<file path="src/hdl/tcse_pkg.sv">
// Shared types, constants and helpers for the text console scroll engine.
// No dependencies.
`timescale 1ns / 1ps
package tcse_pkg;
   localparam int COLUMNS = 80;
   localparam int ROWS = 25;
   localparam int SCREENS = 4;
   localparam int SCREEN_CELLS = COLUMNS * ROWS;
   localparam int STORE_CELLS = SCREEN_CELLS * SCREENS;
   localparam int ADDR_W = $clog2(STORE_CELLS);
   localparam int SCELL_W = $clog2(SCREEN_CELLS + 1);
   localparam int COL_W = 7;
   localparam int ROW_W = 5;
   localparam int SCR_W = 2;
   localparam logic [7:0] NEWLINE_CODE = 8'd10;
   localparam logic [15:0] BLANK_CELL = 16'h0700;

   typedef enum logic [2:0] {
      REQ_PRINT = 3'd0, REQ_WRITE = 3'd1, REQ_READ = 3'd2,
      REQ_CURSOR = 3'd3, REQ_CLEAR = 3'd4, REQ_COPY = 3'd5,
      REQ_NONE6 = 3'd6, REQ_NONE7 = 3'd7
   } req_code_type;

   typedef struct packed {
      logic [2:0] req_type;
      logic [7:0] char_code;
      logic [7:0] color_value;
      logic       write_code;
      logic       write_color;
      logic [6:0] pos_x;
      logic [4:0] pos_y;
      logic [1:0] copy_from;
      logic [1:0] copy_to;
   } req_type;

   typedef struct packed {
      logic [7:0] read_code;
      logic [7:0] read_color;
      logic [6:0] cursor_col;
      logic [4:0] cursor_row;
      logic       scrolled;
   } rsp_type;

   // classified command handed from front to back
   typedef enum logic [2:0] {
      OP_NOP, OP_WRITE, OP_READ, OP_CLEAR, OP_COPY, OP_SCROLL
   } op_type;

   typedef struct packed {
      op_type      op;
      logic [ADDR_W-1:0] addr;
      logic        put_code;
      logic        put_color;
      logic [7:0]  code;
      logic [7:0]  color;
      logic [SCR_W-1:0] src_scr;
      logic [SCR_W-1:0] dst_scr;
      logic [COL_W-1:0] cur_col;
      logic [ROW_W-1:0] cur_row;
      logic        scrolled;
      logic        scroll_after;
   } cmd_type;

   function automatic logic [ADDR_W-1:0] cell_addr(logic [SCR_W-1:0] s,
         logic [COL_W-1:0] x, logic [ROW_W-1:0] y);
      logic [31:0] a;
      a = 32'(s) * 32'(SCREEN_CELLS) + 32'(y) * 32'(COLUMNS) + 32'(x);
      return a[ADDR_W-1:0];
   endfunction
endpackage

</file>
<file path="src/hdl/tcse_queue.sv">
// Two-entry command queue between front and back end.
// Depends on tcse_pkg.
`timescale 1ns / 1ps
module tcse_queue (
   input  logic              clock,
   input  logic              reset,
   input  tcse_pkg::cmd_type wr_data,
   input  logic              wr_en,
   output logic              full,
   output tcse_pkg::cmd_type rd_data,
   output logic              empty,
   input  logic              rd_en
);
   import tcse_pkg::*;
   cmd_type mem_ff [2];
   logic wp_ff, rp_ff;
   logic [1:0] cnt_ff;

   assign full = cnt_ff == 2'd2;
   assign empty = cnt_ff == 2'd0;
   assign rd_data = mem_ff[rp_ff];

   always_ff @(posedge clock) begin
      if (wr_en) mem_ff[wp_ff] <= wr_data;
      if (reset) begin
         wp_ff <= 1'b0;
         rp_ff <= 1'b0;
         cnt_ff <= '0;
      end else begin
         if (wr_en) wp_ff <= ~wp_ff;
         if (rd_en) rp_ff <= ~rp_ff;
         cnt_ff <= cnt_ff + 2'(wr_en) - 2'(rd_en);
      end
   end
endmodule

</file>
<file path="config.mk">
export PLATFORM = sky130hd
export DESIGN_NAME = tcse_queue
export DESIGN_NICKNAME = d
export VERILOG_FILES = /design/src/hdl/tcse_pkg.sv /design/src/hdl/tcse_queue.sv
export SDC_FILE = /design/constraint.sdc
export NUM_CORES = 1
export LEC_CHECK = 0
export ABC_AREA = 1
export BUFFER_PORTS_ARGS = -buffer_cell sky130_fd_sc_hd__buf_4
export CAP_MARGIN = 20
export CORE_MARGIN = 10
export CORE_UTILIZATION = 52
export CTS_CLUSTER_SIZE = 40
export DETAILED_ROUTE_END_ITERATION = 10
export PLACE_DENSITY_LB_ADDON = 0.08
export SETUP_SLACK_MARGIN = 0.15
export SLEW_MARGIN = 10
export SYNTH_ARGS = -nofsm -noshare
export SYNTH_HDL_FRONTEND = slang
export SYNTH_SLANG_ARGS = --single-unit
export TNS_END_PERCENT = 5
</file>
<file path="constraint.sdc">
create_clock -name clock -period 3.9 [get_ports clock]
set_clock_uncertainty 0.15 [all_clocks]
set_input_delay 0.585 -clock clock [delete_from_list [all_inputs] [get_ports clock]]
set_output_delay 0.585 -clock clock [all_outputs]
set_load 0.005 [all_outputs]
</file>
==> results.rst <==
.. list-table::
   :header-rows: 1

   * - Metric
     - Value
   * - Power share of the sequential group
     - 0.615
   * - Number of slew-limit violations in the final report
     - 0
   * - Number of antenna diodes
     - 0
   * - Worst Setup End Kind
     - output port
   * - Detailed-route DRC error count
     - 0
   * - Result of the run
     - finished, final reports clean
   * - Resized Gates After CTS
     - 0
   * - GR Layer Usage met1
     - 0.128
   * - Cell chosen for the clock root
     - clkbuf_8
   * - Share of cells above drive strength 1
     - 0.570
   * - GRT Residual Overflow
     - 0
   * - Drt total wl
     - 7.48 mm
   * - Upper clock frequency limit
     - 0.375 GHz
   * - Top-level I/O count
     - 110
   * - Syn Nets
     - 251
   * - Signal arrival time at the worst endpoint
     - 1930 ps
   * - Floorplan core area
     - ~8000 um^2
   * - Vias in the first global route
     - 2177
   * - Static Leak
     - 2.10 nW
   * - Post-route clock period utilization
     - 0.684
   * - Net count reported at finish
     - around 370
   * - Worst hold margin
     - roughly 270 ps
   * - Routing layer with the top usage in global route
     - met2
   * - Top cells by area in the synthesized netlist
     - edfxtp_1 (74%), mux2_4 (18%), buf_12 (2.4%)
   * - Global-route usage over all layers
     - 0.120
   * - Vias per cell
     - 4.88
   * - GRT met3 Usage
     - 0.0395
   * - Final critical-path setup slack
     - roughly 1200 ps
   * - Seq/Total Area, Yosys
     - 0.762
   * - Wire length of the first global-routing pass
     - 11.0 mm
   * - Fraction of the mapped netlist area in compound gates
     - 0.00118
   * - Required time of the critical path
     - 3160 ps
   * - Die footprint
     - ~12000 um^2
   * - Final setup violation count
     - 0
   * - Detailed Place HPWL
     - 5.35 mm
   * - Clock network power share
     - 0.248
   * - Die Span Y
     - roughly 110 um
   * - Launching element type of the critical path
     - flip-flop
   * - Detailed-routing iteration count for the pre-antenna-repair pass
     - 4
   * - Switching pwr
     - 490 uW
   * - Int Pwr
     - 1.78 mW
   * - Post-synth top area share
     - 0.738
   * - Max transition margin
     - 0.345
   * - Detail-routed net length per standard cell
     - 18.0 um
   * - Hold path startpoint
     - wr_data[24]
   * - Number of buffers created by CTS
     - 9
   * - End point of the most critical hold path
     - mem_ff[0][24]
   * - Share of synthesized cell area in and, or, nand and nor gates
     - 0.0130
   * - Average cell area after synthesis
     - around 22 um^2
   * - Adder and majority cell fraction of the synthesized area
     - 0.00591
   * - Flop-to-flop setup slack
     - between 2000 and 2500 ps
   * - Clock-pin transition on the worst setup and hold timing paths
     - 100 ps
   * - Xor and xnor fraction of the mapped netlist area
     - 0.00207
   * - Maximum root-to-sink buffer count
     - 2
   * - Antenna-violating nets left
     - 0
   * - Slew at the pin with the worst max-slew slack
     - between 900 and 1000 ps
   * - Worst hold path cell count
     - 1
   * - Cell type with the largest total area after synthesis
     - edfxtp_1
   * - Port buffer count
     - 109
   * - Number of levels in the clock H-tree
     - 3
   * - Number of cell instances on the worst register-to-register path
     - 2
   * - Count of vias placed by the detailed router
     - 2032
   * - Worst-path fanout max
     - 52
   * - Antenna violations before repair
     - 0
   * - Most common cell after layout, fill and taps aside
     - buf_4
   * - CTS hold repair buffers
     - 0
   * - Cell Area, Synth
     - 4230 um^2
   * - Number of placement rows
     - 32
   * - Launch instance of the worst register-to-register path
     - wp_ff
   * - Cells after synthesis
     - 193
   * - Fraction of met2 tracks used by global routing
     - 0.216
   * - Class of the tightest hold or removal check
     - primary input to flip-flop
   * - Initial DRC Count
     - 72
   * - Final weighted congestion in routability-driven placement
     - 0.692
   * - Main combinational cell family by area after synthesis
     - multiplexers
   * - Pin count of the biggest net entering global routing
     - 53
   * - Post-layout utilization of the core
     - 0.675
   * - Total of max-cap violations
     - 0
   * - Worst vdd ir
     - ~0.25 mV
   * - Min Tclk post-route
     - about 2700 ps
   * - Number of clock sinks seen by CTS
     - 109
   * - Placement-stage cell area
     - between 5000 and 6000 um^2
   * - Filler cell count in the final layout
     - 539
   * - Initial standard-cell utilization of the core
     - 0.542
   * - Distinct cells, synth
     - 14
   * - Worst Setup Path Type
     - flip-flop to output port
   * - Worst-case setup slack after placement
     - 1590 ps
   * - Worst skew pair latency
     - 340 ps
   * - Switching power share of the total
     - 0.216
   * - Number of hold-slack violations in the final timing report
     - 0
   * - TritonCTS clock tree
     - yes
   * - Post-route cell area
     - around 5300 um^2
   * - Top library cells by usage in the layout, fill and taps aside
     - buf_4 (111), edfxtp_1 (104), mux2_4 (50)
   * - Reg-to-reg critical path endpoint
     - mem_ff[0][17]
   * - Accumulated negative setup slack
     - 0 ps
   * - Post-CTS setup repair buffer count
     - 0
   * - Power density over cell area
     - 431 nW/um^2
   * - Die width
     - 110 um
   * - Setup repair after global routing missed its margin
     - no
   * - Mux cell area share after synthesis
     - 0.183
   * - Flop and latch count out of synthesis
     - approximately 110
   * - Yosys synthesis warning count
     - 0
   * - Combinational share of power
     - 0.137
   * - Layout area overhead
     - 24.5%
==> stage by stage <==
stage	std cells	power [mW]
2_1_floorplan	193	1.59
4_1_cts	416	2.30
5_1_grt	416	2.37
3_5_place_dp	401	1.75
3_3_place_gp	400	1.74
6_report	416	2.27
==> how the worst max path moves through the flow <==
stage / start / to / cells after the start
floorplan: wr_en / mem_ff[0][0] / 2
global placement: flip-flop / rd_data[0] / 2
detailed placement: flip-flop / rd_data[0] / 2
CTS: flip-flop / rd_data[0] / 2
global route: flip-flop / rd_data[0] / 2
finish: flip-flop / rd_data[0] / 2
==> cell usage after synthesis <==
library cell	count
edfxtp_1	104
mux2_4	50
inv_1	8
nor2_1	8
buf_12	5
dfxtp_1	5
nand2_1	4
ha_1	2
mux2_2	2
a21oi_1	1
buf_6	1
nand3_1	1
nor3_1	1
xnor2_1	1
==> flip-flops by register name, summed over array words and instances, names as in the netlist, named ones only <==
signal  flops
rp_ff       1
cnt_ff      2
wp_ff       1
mem_ff    104
==> metal layers <==
metal	wire length (um)	share of wire
met2	3970	0.53
met3	587	0.078
met4	65	0.0087
met5	0	0
met1	2850	0.38
==> cell families after synthesis <==
logic type | Yosys count
AND/OR/NAND/NOR | 14
multiplexers | 52
flip-flops | 109
AO/OA/AOI/OAI | 1
adder cells (fa/ha/maj) | 2
buffers and inverters | 14
XOR/XNOR | 1
==> worst max-delay path, cell delays in order (launching register included) <==
cell and delay, ps:
dfxtp_4 990, mux2_2 420, buf_4 130
==> cell type report <==
cell class | instances | area (um^2) | share of cell area
clock buffer | 10 | 128 | 0.0242
clock inverter | 5 | 28.8 | 0.00546
inverter | 8 | 30.0 | 0.00570
multi-input combinational | 70 | 875 | 0.166
sequential | 109 | 3230 | 0.612
tap | 102 | 128 | 0.0242
timing repair buffer | 112 | 853 | 0.162
==> power groups by stage <==
stage          Combinational (mW)  Clock [mW]  Sequential [mW]
3_5_place_dp                0.320           0             1.43
4_1_cts                     0.321       0.576             1.40
6_report                    0.312       0.563             1.40
5_1_grt                     0.338       0.628             1.41
2_1_floorplan               0.193           0             1.39
3_3_place_gp                0.312           0             1.42
No activity file was read; power rests on OpenSTA's default activity.
