===== config.mk =====
export PLATFORM = sky130hd
export DESIGN_NAME = tcse_front
export DESIGN_NICKNAME = d
export VERILOG_FILES = /design/src/hdl/tcse_pkg.sv /design/src/hdl/tcse_front.sv
export SDC_FILE = /design/constraint.sdc
export NUM_CORES = 1
export LEC_CHECK = 0
export BUFFER_PORTS_ARGS = -buffer_cell sky130_fd_sc_hd__buf_2
export CAP_MARGIN = 10
export CORE_ASPECT_RATIO = 1.25
export CORE_UTILIZATION = 50
export DETAILED_ROUTE_END_ITERATION = 8
export PLACE_DENSITY_LB_ADDON = 0.05
export SLEW_MARGIN = 20
export SYNTH_ARGS = -nofsm -noshare
export SYNTH_HDL_FRONTEND = slang
export SYNTH_SLANG_ARGS = --single-unit

===== constraint.sdc =====
create_clock -name clock -period 4.5 [get_ports clock]
set_input_delay 0.9 -clock clock [delete_from_list [all_inputs] [get_ports clock]]
set_output_delay 0.9 -clock clock [all_outputs]
set_load 0.01 [all_outputs]

===== src/hdl/tcse_pkg.sv =====
// Shared types, constants and helpers for the text console scroll engine.
// No dependencies.
`timescale 1ns / 1ps
package tcse_pkg;
   localparam int COLUMNS = 80;
   localparam int ROWS = 25;
   localparam int SCREENS = 4;
   localparam int SCREEN_CELLS = COLUMNS * ROWS;
   localparam int STORE_CELLS = SCREEN_CELLS * SCREENS;
   localparam int ADDR_W = $clog2(STORE_CELLS);
   localparam int SCELL_W = $clog2(SCREEN_CELLS + 1);
   localparam int COL_W = 7;
   localparam int ROW_W = 5;
   localparam int SCR_W = 2;
   localparam logic [7:0] NEWLINE_CODE = 8'd10;
   localparam logic [15:0] BLANK_CELL = 16'h0700;

   typedef enum logic [2:0] {
      REQ_PRINT = 3'd0, REQ_WRITE = 3'd1, REQ_READ = 3'd2,
      REQ_CURSOR = 3'd3, REQ_CLEAR = 3'd4, REQ_COPY = 3'd5,
      REQ_NONE6 = 3'd6, REQ_NONE7 = 3'd7
   } req_code_type;

   typedef struct packed {
      logic [2:0] req_type;
      logic [7:0] char_code;
      logic [7:0] color_value;
      logic       write_code;
      logic       write_color;
      logic [6:0] pos_x;
      logic [4:0] pos_y;
      logic [1:0] copy_from;
      logic [1:0] copy_to;
   } req_type;

   typedef struct packed {
      logic [7:0] read_code;
      logic [7:0] read_color;
      logic [6:0] cursor_col;
      logic [4:0] cursor_row;
      logic       scrolled;
   } rsp_type;

   // classified command handed from front to back
   typedef enum logic [2:0] {
      OP_NOP, OP_WRITE, OP_READ, OP_CLEAR, OP_COPY, OP_SCROLL
   } op_type;

   typedef struct packed {
      op_type      op;
      logic [ADDR_W-1:0] addr;
      logic        put_code;
      logic        put_color;
      logic [7:0]  code;
      logic [7:0]  color;
      logic [SCR_W-1:0] src_scr;
      logic [SCR_W-1:0] dst_scr;
      logic [COL_W-1:0] cur_col;
      logic [ROW_W-1:0] cur_row;
      logic        scrolled;
      logic        scroll_after;
   } cmd_type;

   function automatic logic [ADDR_W-1:0] cell_addr(logic [SCR_W-1:0] s,
         logic [COL_W-1:0] x, logic [ROW_W-1:0] y);
      logic [31:0] a;
      a = 32'(s) * 32'(SCREEN_CELLS) + 32'(y) * 32'(COLUMNS) + 32'(x);
      return a[ADDR_W-1:0];
   endfunction
endpackage


===== src/hdl/tcse_front.sv =====
// Front end: accepts requests, tracks the cursor and classifies each request.
// Depends on tcse_pkg.
`timescale 1ns / 1ps
module tcse_front (
   input  logic             clock,
   input  logic             reset,
   input  tcse_pkg::req_type req,
   input  logic             req_take,
   input  logic [1:0]       scr_sel,
   output tcse_pkg::cmd_type cmd
);
   import tcse_pkg::*;
   logic [COL_W-1:0] cx_ff, cx_in;
   logic [ROW_W-1:0] cy_ff, cy_in;
   logic in_range;
   logic [COL_W:0] nx;

   assign in_range = (32'(req.pos_x) < COLUMNS) && (32'(req.pos_y) < ROWS);
   assign nx = {1'b0, cx_ff} + 1'b1;

   always_comb begin
      cmd = '0;
      cmd.op = OP_NOP;
      cmd.code = req.char_code;
      cmd.color = req.color_value;
      cmd.put_code = req.write_code;
      cmd.put_color = req.write_color;
      cmd.src_scr = req.copy_from;
      cmd.dst_scr = req.copy_to;
      cmd.addr = cell_addr(scr_sel, req.pos_x, req.pos_y);
      cx_in = cx_ff;
      cy_in = cy_ff;
      case (req_code_type'(req.req_type))
         REQ_PRINT: begin
            if (req.char_code != NEWLINE_CODE) begin
               cmd.op = OP_WRITE;
               cmd.put_code = 1'b1;
               cmd.addr = cell_addr(scr_sel, cx_ff, cy_ff);
               cx_in = nx[COL_W-1:0];
            end
            if (req.char_code == NEWLINE_CODE || 32'(nx) >= COLUMNS) begin
               cx_in = '0;
               if (32'(cy_ff) + 1 >= ROWS) begin
                  cmd.scrolled = 1'b1;
                  cmd.scroll_after = 1'b1;
                  if (req.char_code == NEWLINE_CODE) cmd.op = OP_SCROLL;
               end else begin
                  cy_in = cy_ff + 1'b1;
               end
            end
         end
         REQ_WRITE: if (in_range) cmd.op = OP_WRITE;
         REQ_READ:  if (in_range) cmd.op = OP_READ;
         REQ_CURSOR: begin
            cx_in = (32'(req.pos_x) < COLUMNS) ? req.pos_x : COL_W'(COLUMNS - 1);
            cy_in = (32'(req.pos_y) < ROWS) ? req.pos_y : ROW_W'(ROWS - 1);
         end
         REQ_CLEAR: begin
            cmd.op = OP_CLEAR;
            cmd.dst_scr = scr_sel;
            cx_in = '0;
            cy_in = '0;
         end
         REQ_COPY: if (32'(req.copy_from) < SCREENS && 32'(req.copy_to) < SCREENS
                       && req.copy_from != req.copy_to) cmd.op = OP_COPY;
         default: ;
      endcase
      if (cmd.op == OP_SCROLL || cmd.scroll_after) cmd.src_scr = scr_sel;
      cmd.cur_col = cx_in;
      cmd.cur_row = cy_in;
   end

   always_ff @(posedge clock) begin
      if (reset) begin
         cx_ff <= '0;
         cy_ff <= '0;
      end else if (req_take) begin
         cx_ff <= cx_in;
         cy_ff <= cy_in;
      end
   end
endmodule


==> flow_metrics.tcl <==
set metrics [dict create \
    utilization 0.629 \
    min-delay-start "cx_ff[6]" \
    synth_top_area_cell "ha_1" \
    rows 30 \
    critPathCaptureType "primary output" \
    cp.arrival_ns 3.63 \
    r2r_cells 10 \
    fp.dieH_microns 86.2 \
    hp-class "register to register" \
    antenna_cells 0 \
    p_total_uw 663 \
    cp_slowest_cell "fa_2" \
    path_clk_slew_ns 0.06 \
    cts.sinks 12 \
    worst-path-max-fanout 2 \
    status "complete, but fails checks" \
    hold_depth 2 \
    initial_core_util 0.521 \
    syn_inst 376 \
    coreArea_sq_um 5440 \
    ioPinCount 94 \
    ant_nets 0 \
    cts_tree "yes" \
    r2r_setup_slack_ns 1.94 \
    placement.io_buffers 75 \
    detail_route.wl_per_cell_microns 15.6 \
    p_per_area_nw_per_um2 194 \
    synth_area_sq_um 2840 \
    pwr-share-comb 0.640 \
    finalHoldViolations 0 \
    fin_ws_ns -0.0292 \
    dp_hpwl_microns 6550 \
    wl_microns 7890 \
    worstPathRequired_ns 3.60 \
    via_per_inst 5.65 \
    chipWidth_microns 69.4 \
    yosys.cell_types.count 62 \
    clk_latency_ns 0.24 \
    htree_levels 1 \
    first_global_vias 2764 \
    dr.pass1.iters 4 \
    power_frac_seq 0.175 \
    period_share 1.01 \
    relSlewSlack 0.609 \
    synth_warnings 0 \
    period_minus_slack_ns 4.53 \
    synthFlopType "dfxtp_1" \
    finalClockSkew_ns 0.00555 \
    drc 0 \
    nFillCells 527 \
    finalNetCount 537 \
    seq_area_sq_um 240 \
    max_freq_ghz 0.221 \
    multi_input_area_sq_um 2380 \
    synthTopCellsByCount "ha_1, nor2_1, inv_1, a21oi_1, nand2_1" \
    detailedPlace.worstSlack_ns -0.184 \
    postSynth.asyncResetShare 0 \
    rsz0062_at_grt "yes" \
    area.growth.synth_to_final_pct 20.8 \
    place_congestion 0.940 \
    clkPwrFrac 0.186 \
    synth_top_area_frac 0.185 \
    ir_worst_vdd_mv 0.106 \
    cts_buffer_depth 2 \
    gr-total-overflow 0 \
    netSwitchingPower_uw 268 \
    crit_top_cell "ha_4" \
    syn_nets 470 \
    timing.hold.ws_ns 0.572 \
    swShare 0.405 \
    startpoint_type "primary input" \
    grt_pass1_wl_microns 13200 \
    synth.area.top_cells "ha_1, dfxtp_1, fa_1" \
    rr_endpoint "cy_ff[4]" \
    internal_power_uw 395 \
    numCtsBuffers 3 \
    vias 2861 \
    finalMaxSlewViolations 0 \
    min_to "cx_ff[6]" \
    max_cap_viol_count 0 \
    grt_max_degree 22 \
    drive_gt1_frac 0.296 \
    path_class "primary input to primary output" \
    yosys_register_bits 12 \
    ctsHoldBuffers 0 \
    worst_pin_slew_ns 0.582 \
    drt_iter0_markers 77 \
    antenna_found_initial 0 \
    yosysSeqAreaShare 0.0847 \
    slowest_delay_ns 0.53 \
    synth_area_per_cell_sq_um 7.54 \
    die_area_sq_um 5980 \
    clock-root-buffer "clkbuf_8" \
    r2r_start "cy_ff[0]" \
    crit_chain "buf_8, ha_4, ha_4, inv_2, fa_2, inv_2, ha_4, ha_4, o21a_1, o31a_1, o41ai_2, xnor2_1, mux2i_1, xnor2_1, buf_2" \
    leakagePower_uw 0.00164 \
    synth.most_common_cell "ha_1" \
    setup_violations 1 \
    synth_edf_count 0 \
    grtUsageTotal 0.272 \
    violations "negative setup slack" \
]
-- layout by cell type (no fill, tap or decap), types with 6 or more instances in the layout --
cell	netlist	routed
a21oi_1	25	25
dfxtp_1	12	12
xnor2_1	17	17
o21ai_0	24	24
nand2_1	25	25
nor2_1	37	37
nand2b_1	6	6
nand3_1	6	6
buf_2	4	73
ha_4	0	7
nor3_1	8	8
buf_4	18	21
inv_1	33	31
mux2_2	7	7
ha_1	42	35
fa_1	10	9
-- flip-flops by register name, indices dropped and copies added (netlist names) --
signal and flops:
cx_ff 7, cy_ff 5
-- layer usage --
metal,routed length [microns],GRT usage,vias to the layer above,part of all wire
met1,3130,0.299,1352,0.40
met2,4470,0.561,62,0.57
met4,79,0.0594,0,0.010
met3,204,0.0174,8,0.026
met5,0,0,-,0
li1,-,-,1439,-
-- power groups by stage --
stage | registers, uW | logic (uW) | clock network, uW
CTS | 116 | 425 | 126
floorplan | 116 | 260 | 0
finish | 116 | 424 | 123
global placement | 118 | 388 | 0
detailed placement | 118 | 396 | 0
global route | 116 | 472 | 129
-- how the worst max path moves through the flow --
| stage | startpoint | end | slack [ns] | cells after the start |
|---|---|---|---|---|
| after floorplan | req[5] | cmd[48] | 0.11 | 13 |
| after global placement | req[5] | cmd[48] | -0.14 | 15 |
| after detailed placement | req[5] | cmd[48] | -0.18 | 15 |
| after CTS | req[5] | cmd[48] | -0.007 | 15 |
| after global routing | req[5] | cmd[48] | -0.13 | 15 |
| final | req[5] | cmd[48] | -0.03 | 15 |
-- final cells by class --
class,count,area share
Inverter,33,0.0362
Timing Repair Buffer,96,0.160
Clock buffer,4,0.0161
Sequential cell,12,0.0701
Multi-Input combinational cell,297,0.694
Tap cell,64,0.0234
-- worst max-delay path: cells and delay by family --
kind | cells | cell delay, ns
mux | 1 | 0.16
compound gates | 3 | 0.65
xor+xnor | 2 | 0.25
buf+inv | 4 | 0.32
fa+ha+maj | 5 | 1.36
-- cells by family after synthesis --
group / Yosys count / share of synthesized area
buffers and inverters: 67 / 0.114
adder cells (fa/ha/maj): 52 / 0.256
XOR/XNOR: 22 / 0.0680
AO/OA/AOI/OAI: 97 / 0.228
AND/OR/NAND/NOR: 114 / 0.204
flip-flops: 12 / 0.0847
multiplexers: 12 / 0.0455
-- per-stage QoR --
stage | instance area [sq um] | cells | setup TNS [ns]
2_1_floorplan | 2840 | 376 | 0
3_3_place_gp | 3230 | 500 | -0.168
3_5_place_dp | 3230 | 500 | -0.247
4_1_cts | 3420 | 506 | -0.00659
5_1_grt | 3420 | 506 | -0.180
6_report | 3420 | 506 | -0.0292
-- repair_timing --
action,in CTS,in global routing
endpoints found under the setup margin,3,3
endpoints found under the hold margin,0,0
resized for setup,18,1
buffers inserted,2,0
gates cloned,0,0
pin swaps,11,0
(Power assumes the default switching activity.)
